`src/rtl/core/pbd_pkg.sv`:
```
package pbd_pkg;

  localparam int unsigned ATOM_COUNT_DEF = 4096;
  localparam int unsigned IDX_W  = 12;
  localparam int unsigned POS_W  = 32;
  localparam int unsigned LEN_W  = 31;
  localparam int unsigned DIST_W = 31;
  localparam int unsigned MAG_W  = 33;
  localparam int unsigned SQ_W   = 64;
  localparam int unsigned CFG_IDX_W = 2;

  localparam logic OP_STORE = 1'b0;
  localparam logic OP_QUERY = 1'b1;

  localparam logic [CFG_IDX_W-1:0] REG_BOX_X = 2'd0;
  localparam logic [CFG_IDX_W-1:0] REG_BOX_Y = 2'd1;
  localparam logic [CFG_IDX_W-1:0] REG_BOX_Z = 2'd2;

  localparam logic [LEN_W-1:0] LEN_RESET = 31'd65536;

  typedef struct packed {
    logic [POS_W-1:0] x;
    logic [POS_W-1:0] y;
    logic [POS_W-1:0] z;
  } pos_t;

endpackage

```
`src/rtl/core/pbd_sqrt.sv`:
```
module pbd_sqrt (
  input  logic                       clk_i,
  input  logic                       rst_ni,
  input  logic                       valid_i,
  input  logic [pbd_pkg::SQ_W-1:0]   value_i,
  output logic                       valid_o,
  output logic [pbd_pkg::SQ_W/2-1:0] root_o
);
  import pbd_pkg::*;

  localparam int unsigned STAGES = SQ_W / 2;
  localparam int unsigned REM_W  = STAGES + 2;

  logic              vld_q  [STAGES];
  logic [SQ_W-1:0]   val_q  [STAGES];
  logic [REM_W-1:0]  rem_q  [STAGES];
  logic [STAGES-1:0] root_q [STAGES];

  for (genvar k = 0; k < STAGES; k++) begin : g_step
    logic              vld_in;
    logic [SQ_W-1:0]   val_in;
    logic [REM_W-1:0]  rem_in;
    logic [STAGES-1:0] root_in;
    logic [REM_W+1:0]  cur;
    logic [REM_W+1:0]  trial;
    logic [REM_W-1:0]  rem_d;
    logic [STAGES-1:0] root_d;

    if (k == 0) begin : g_first
      assign vld_in  = valid_i;
      assign val_in  = value_i;
      assign rem_in  = '0;
      assign root_in = '0;
    end else begin : g_next
      assign vld_in  = vld_q[k-1];
      assign val_in  = val_q[k-1];
      assign rem_in  = rem_q[k-1];
      assign root_in = root_q[k-1];
    end

    always_comb begin
      cur   = {rem_in, val_in[SQ_W-1:SQ_W-2]};
      trial = (REM_W+2)'({root_in, 2'b01});
      if (cur >= trial) begin
        rem_d  = REM_W'(cur - trial);
        root_d = {root_in[STAGES-2:0], 1'b1};
      end else begin
        rem_d  = REM_W'(cur);
        root_d = {root_in[STAGES-2:0], 1'b0};
      end
    end

    always_ff @(posedge clk_i or negedge rst_ni) begin
      if (!rst_ni) begin
        vld_q[k] <= 1'b0;
      end else begin
        vld_q[k] <= vld_in;
      end
    end

    always_ff @(posedge clk_i) begin
      val_q[k]  <= {val_in[SQ_W-3:0], 2'b00};
      rem_q[k]  <= rem_d;
      root_q[k] <= root_d;
    end
  end

  assign valid_o = vld_q[STAGES-1];
  assign root_o  = root_q[STAGES-1];

endmodule

```
`config.mk`:
```
export PLATFORM = sky130hd
export DESIGN_NAME = pbd_sqrt
export DESIGN_NICKNAME = d
export VERILOG_FILES = /design/src/rtl/core/pbd_pkg.sv /design/src/rtl/core/pbd_sqrt.sv
export SDC_FILE = /design/constraint.sdc
export NUM_CORES = 2
export LEC_CHECK = 0
export BUFFER_PORTS_ARGS = -buffer_cell sky130_fd_sc_hd__buf_2
export CAP_MARGIN = 10
export CORE_MARGIN = 5
export CORE_UTILIZATION = 42
export DETAILED_ROUTE_END_ITERATION = 8
export MAX_ROUTING_LAYER = met4
export PLACE_DENSITY = 0.63
export SLEW_MARGIN = 40
export SYNTH_ARGS = -nofsm -noshare
export SYNTH_HDL_FRONTEND = slang
export SYNTH_MEMORY_MAX_BITS = 65536
export SYNTH_SLANG_ARGS = --single-unit
export TNS_END_PERCENT = 20
```
`constraint.sdc`:
```
create_clock -name clk_i -period 3.4 [get_ports clk_i]
set_input_delay 0.34 -clock clk_i [delete_from_list [all_inputs] [get_ports clk_i]]
set_output_delay 0.34 -clock clk_i [all_outputs]
set_load 0.01 [all_outputs]
```
Yosys cells after proc, flatten, opt, wreduce, memory -nomap -nowiden
Memory sizes are Yosys's and may differ from the RTL's.
Cells that the tools add are included.

operators by class
  $add $sub $neg = 32
  magnitude comparators = 32
  mux-type cells = 64

operators by type and width
  operator             number
  $ge 36x34->1         31
  $mux 34              32
  $sub 34x34->34       31
  $mux 1               32
  $sub 2x1->3 const B  1
  $ge 2x1->1 const B   1

word-level totals
  register bits = 32
  bits in writable memories = 4096
  bits of input ports = 67
  output and inout port bits = 33
  word-level logic and storage cells = 163
  memories = 3

memories
  memory  depth  width  read ports  clocked after memory_dff  wr ports  line            source
  val_q   32     62     31          0                         32        pbd_sqrt.sv:15  logic [SQ_W-1:0] val_q [STAGES];
  rem_q   32     34     31          0                         32        pbd_sqrt.sv:16  logic [REM_W-1:0] rem_q [STAGES];
  root_q  32     32     32          0                         32        pbd_sqrt.sv:17  logic [STAGES-1:0] root_q [STAGES];

Longest topological paths before layout
An unclocked memory read counts as a cell.

  depth after elaboration = 3
  gate-level depth with buffers = 14
  gate-level depth less buffers = 13

Worst setup path before layout
No wires, ideal clock.

  path kind = register to register
  start = memory root_q[1][171] (netlist bit)
  end = memory rem_q[1][205] (netlist bit)
  setup time = 0.072 ns
  arrival time = 3.019 ns
  required time = 3.328 ns
  setup slack = 0.309 ns
  stages on the path, launching flop included = 13
  clock period less this slack = 3.091 ns
  path through = dfxtp_1 inv_1 ha_1 clkbuf_1 a21o_1 a311o_1 a211o_1 a21o_1 a221o_1 nor2b_1 a21boi_1 clkbuf_1 mux2i_1

RTL lines
  what             line
  start, declared  pbd_sqrt.sv:17
  end, declared    pbd_sqrt.sv:16

==> results.txt <==
The flow ran to the end, and the final reports show no timing, DRC or antenna violations. The critical-path maximum fanout is 37. The routed length per instance is 16.2 um.

After clock tree synthesis, the clock-pin slew on the worst setup and hold paths is 0.06 ns. The HPWL after detailed placement is about 160000 um. From bottom edge to top edge, the die measures 481 um. The count of buffers inserted at the top-level ports came out at 99. The area growth from synthesis to layout is 16.5%.

The min-delay analysis places its worst path in the category in -> reg. The wire length on met1 came out at about 90000 um. The starting density of the core came out at a little over two fifths. The worst-case IR drop observed on VDD is ~0.57 mV. The ratio of total power to cell area came out at 750 nW/um^2. The initial antenna violation count was 7.

The number of synthesized flops with an enable pin came out at 0. The final design instance area without fill came out at between 100000 and 150000 um^2. The site row count is between 150 and 200. The met3 wire length came out at between 8000 and 9000 um. The maximum number of pins on one net before global-route repair is 57.

The synthesized area per cell is between 10 and 15 um^2. The post-layout total power came out at between 80 and 90 mW. The cell count after synthesis came out at 9145. The final-layout setup total negative slack is 0 ns. The synthesized area came out at roughly 93000 um^2.

The DRC violation count after routing came out at 0. The horizontal die dimension came out at about 480 um. The transition time of the tightest slew-check pin is roughly 0.80 ns. The share of synthesized registers carrying an async set or reset came out at 1.25%. The number of failing setup endpoints in the final timing report is 0. The maximum clock rate came out at approximately 300 MHz. Setup repair after global routing could not meet its margin everywhere. The worst slew slack as a fraction of its limit is roughly 46%. The number of pins with negative max-slew slack in the final report came out at 0. Across all hold checks on the routed design, the worst slack comes to roughly 0.083 ns. The number of detailed-route iterations in the first pass came out at 6.

The critical path required time came out at around 4.1 ns. The kind of start point of the critical path is a flop. The number of buffers created by CTS is between 200 and 300. The maximum count of clock buffers along a single path is 4. The total number of vias is about 64000. The region available for standard cell placement spans 220000 um^2.

The tool flagged a number of max-cap violations equal to 0. The number of placed I/O pins is 100. TritonCTS built the clock tree.

Wire segments on met2 add up to 102000 um in the final route. The first global-routing pass estimated about 330000 um of wire. The worst setup path is captured at a flop.

The routability congestion estimate from global placement is a little over 0.9. The category of the most critical setup path is reg -> reg. The final design utilization came out at roughly 49%.

The total overflow reported by the global router is 0. The highest signal layer in the routed design is met4. The count of placed standard cells including taps came out at about 12000. Once layout is complete, the cells apart from fillers number 12800.

The worst setup slack after placement is around 0.0013 ns. For this design the static power due to leakage is just over 50 nW. The fraction of final layout cells with drive strength greater than 1 came out at slightly below 9%. The final worst-path setup slack came out at ~0.14 ns.

The clock reaches the later pin of the worst-skew pair after between 0.9 and 1 ns. Data arrives at the worst endpoint at around 4 ns. The count of unique library cells instantiated by Yosys came out at 100. The net count reported at finish is between 10000 and 15000. The number of sinks on the clock net came out at around 2600. The number of synthesized register bits is around 2600.

The post-route antenna net violation count is 0. The Yosys warning count came out at 0. The share of the cycle needed by the critical path after routing came out at approximately 96%. The final wirelength is 207000 um. Among all flip-flop cells after synthesis, the most frequent one is sky130_fd_sc_hd__dfxtp_1. The synthesized netlist net count is 9774. The cell area after placement is 98000 um^2. The final hold violation count was 0.

The number of design-rule violations left by the first detailed-router iteration is between 3000 and 4000. The share of synthesized area occupied by flip-flops and latches is between 50% and 60%. In the routed layout, each cell is associated on average with a via count of 5.02. On the final layout, the worst clock skew is 0.0601 ns. The clock period minus final worst setup slack is between 3 and 4 ns. The total number of H-tree levels is 5. The count of buffers added by post-CTS timing repair for setup is 0. The number of global-route vias before repair came out at around 64000. The master cell of the clock root buffer is sky130_fd_sc_hd__clkbuf_16. The floorplan step defined a die boundary enclosing around 230000 um^2.

Global routing used roughly 18% of the available tracks.
==> critical path: stages, from the launching register on <==
cell and delay [ns]:
sky130_fd_sc_hd__dfxtp_1 0.32, sky130_fd_sc_hd__inv_1 0.04, sky130_fd_sc_hd__ha_1 0.32, sky130_fd_sc_hd__nor2b_1 0.17, sky130_fd_sc_hd__o31a_1 0.27, sky130_fd_sc_hd__o31a_1 0.29, sky130_fd_sc_hd__a221o_1 0.42, sky130_fd_sc_hd__a311o_1 0.39
sky130_fd_sc_hd__or2_2 0.42, sky130_fd_sc_hd__buf_12 0.21, sky130_fd_sc_hd__mux2_2 0.28
==> Yosys cell counts (22+ instances only) <==
library cell,instances,area share [%]
sky130_fd_sc_hd__nand3_1,149,0.80
sky130_fd_sc_hd__o21a_1,104,0.84
sky130_fd_sc_hd__o31ai_1,57,0.46
sky130_fd_sc_hd__inv_1,688,2.8
sky130_fd_sc_hd__a31oi_1,50,0.34
sky130_fd_sc_hd__or4_1,52,0.42
sky130_fd_sc_hd__and3_1,53,0.36
sky130_fd_sc_hd__dfxtp_1,2523,54
sky130_fd_sc_hd__xnor2_1,389,3.7
sky130_fd_sc_hd__nor4_1,142,0.95
sky130_fd_sc_hd__xor2_1,441,4.1
sky130_fd_sc_hd__a21oi_1,544,2.9
sky130_fd_sc_hd__or3_1,95,0.64
sky130_fd_sc_hd__a211oi_1,44,0.35
sky130_fd_sc_hd__nor3_1,246,1.3
sky130_fd_sc_hd__nand2b_1,94,0.63
sky130_fd_sc_hd__clkbuf_1,134,0.54
sky130_fd_sc_hd__a21boi_0,22,0.18
sky130_fd_sc_hd__mux2_2,53,0.64
sky130_fd_sc_hd__nand4_1,104,0.70
sky130_fd_sc_hd__nor2_1,567,2.3
sky130_fd_sc_hd__nand3b_1,22,0.18
sky130_fd_sc_hd__o21bai_1,52,0.42
sky130_fd_sc_hd__ha_1,562,7.5
sky130_fd_sc_hd__and2_1,25,0.17
sky130_fd_sc_hd__nand2_1,630,2.5
sky130_fd_sc_hd__o211ai_1,40,0.32
sky130_fd_sc_hd__a21o_1,268,2.2
sky130_fd_sc_hd__dfrtp_1,32,0.86
sky130_fd_sc_hd__or2_2,52,0.35
sky130_fd_sc_hd__nor2b_1,72,0.48
sky130_fd_sc_hd__o21ai_0,483,2.6
==> worst paths after layout <==
| kind | from | endpoint | slack (ns) | depth (start not counted) |
|---|---|---|---|---|
| setup / recovery | root_q[1][256]$_DFF_P_ | rem_q[1][313]$_DFF_P_ | 0.14 | 10 |
| hold / removal | value_i[51] | val_q[0][51]$_DFF_P_ | 0.08 | 2 |
| setup reg to reg | root_q[1][256]$_DFF_P_ | rem_q[1][313]$_DFF_P_ | 0.14 | 10 |
| hold reg to reg | val_q[1][35]$_DFF_P_ | val_q[1][99]$_DFF_P_ | 0.29 | 0 |
| max in group asynchronous | rst_ni | g_step[4].vld_in$_DFF_PN0_ | 2.69 | 4 |
| min in group asynchronous | rst_ni | g_step[5].vld_in$_DFF_PN0_ | 0.36 | 3 |
==> metal layers <==
layer | global-route usage (%) | up-vias
met3 | 2.55 | 456
li1 | - | 32300
met5 | - | -
met4 | 6.74 | 0
met1 | 21.4 | 29900
met2 | 31.4 | 1280
==> kinds of logic (layout without fill, tap and decap cells) <==
group | after synthesis | in the layout | share of synthesized area [%]
AOI/OAI and AO/OA | 1873 | 1873 | 12.6
buffers and inverters | 868 | 1516 | 3.55
adders and majority gates | 562 | 562 | 7.55
DFF | 2555 | 2555 | 55.1
xor gates and xnor gates | 830 | 830 | 7.80
and+or+nand+nor | 2392 | 2392 | 12.7
other | 1 | 7 | 0.00403
muxes | 64 | 64 | 0.759
==> report_power, final <==
part           switching [mW]  internal [mW]
combinational            6.88           5.62
sequential               3.77           34.8
clock                    11.6           18.6
==> cells in the final DEF, fill, tap and decap left out, types with 71 or more instances in the layout <==
cell type	netlist	final
sky130_fd_sc_hd__buf_2	15	99
sky130_fd_sc_hd__nor3_1	246	244
sky130_fd_sc_hd__dlygate4sd3_1	0	98
sky130_fd_sc_hd__xor2_1	441	441
sky130_fd_sc_hd__nor2_1	567	565
sky130_fd_sc_hd__inv_1	688	688
sky130_fd_sc_hd__nand3_1	149	149
sky130_fd_sc_hd__nor4_1	142	138
sky130_fd_sc_hd__a21o_1	268	268
sky130_fd_sc_hd__buf_4	3	133
sky130_fd_sc_hd__clkbuf_16	0	290
sky130_fd_sc_hd__o21a_1	104	104
sky130_fd_sc_hd__nand2b_1	94	94
sky130_fd_sc_hd__dfxtp_1	2523	2522
sky130_fd_sc_hd__o21ai_0	483	480
sky130_fd_sc_hd__a21oi_1	544	542
sky130_fd_sc_hd__nand2_1	630	630
sky130_fd_sc_hd__nand4_1	104	104
sky130_fd_sc_hd__nor2b_1	72	71
sky130_fd_sc_hd__xnor2_1	389	389
sky130_fd_sc_hd__or3_1	95	95
sky130_fd_sc_hd__ha_1	562	560
==> timing repair <==
action                     CTS  global route
gates resized for setup      0            28
setup endpoints to repair    1            61
hold endpoints to repair    98             0
gates cloned                 0             0
pin swaps                    1             1
hold buffers                99             0
==> registers in the layout, indices dropped and copies added (netlist names) <==
register and cells:
root_q 528, g_step.vld_in 31, val_q 992, valid_o 1, rem_q 1003
==> cell type report <==
| class | instances | area [um^2] |
|---|---|---|
| Fill cell | 20000 | 112000 |
| Sequential cell | 2555 | 51300 |
| Multi-Input combinational cell | 5722 | 38800 |
| Clock buffer | 376 | 8030 |
| Tap cell | 2958 | 3700 |
| Timing Repair Buffer | 344 | 2750 |
| Inverter | 695 | 2610 |
| Clock inverter | 101 | 1330 |
| Antenna cell | 6 | 15.0 |
(Power assumes the default switching activity.)
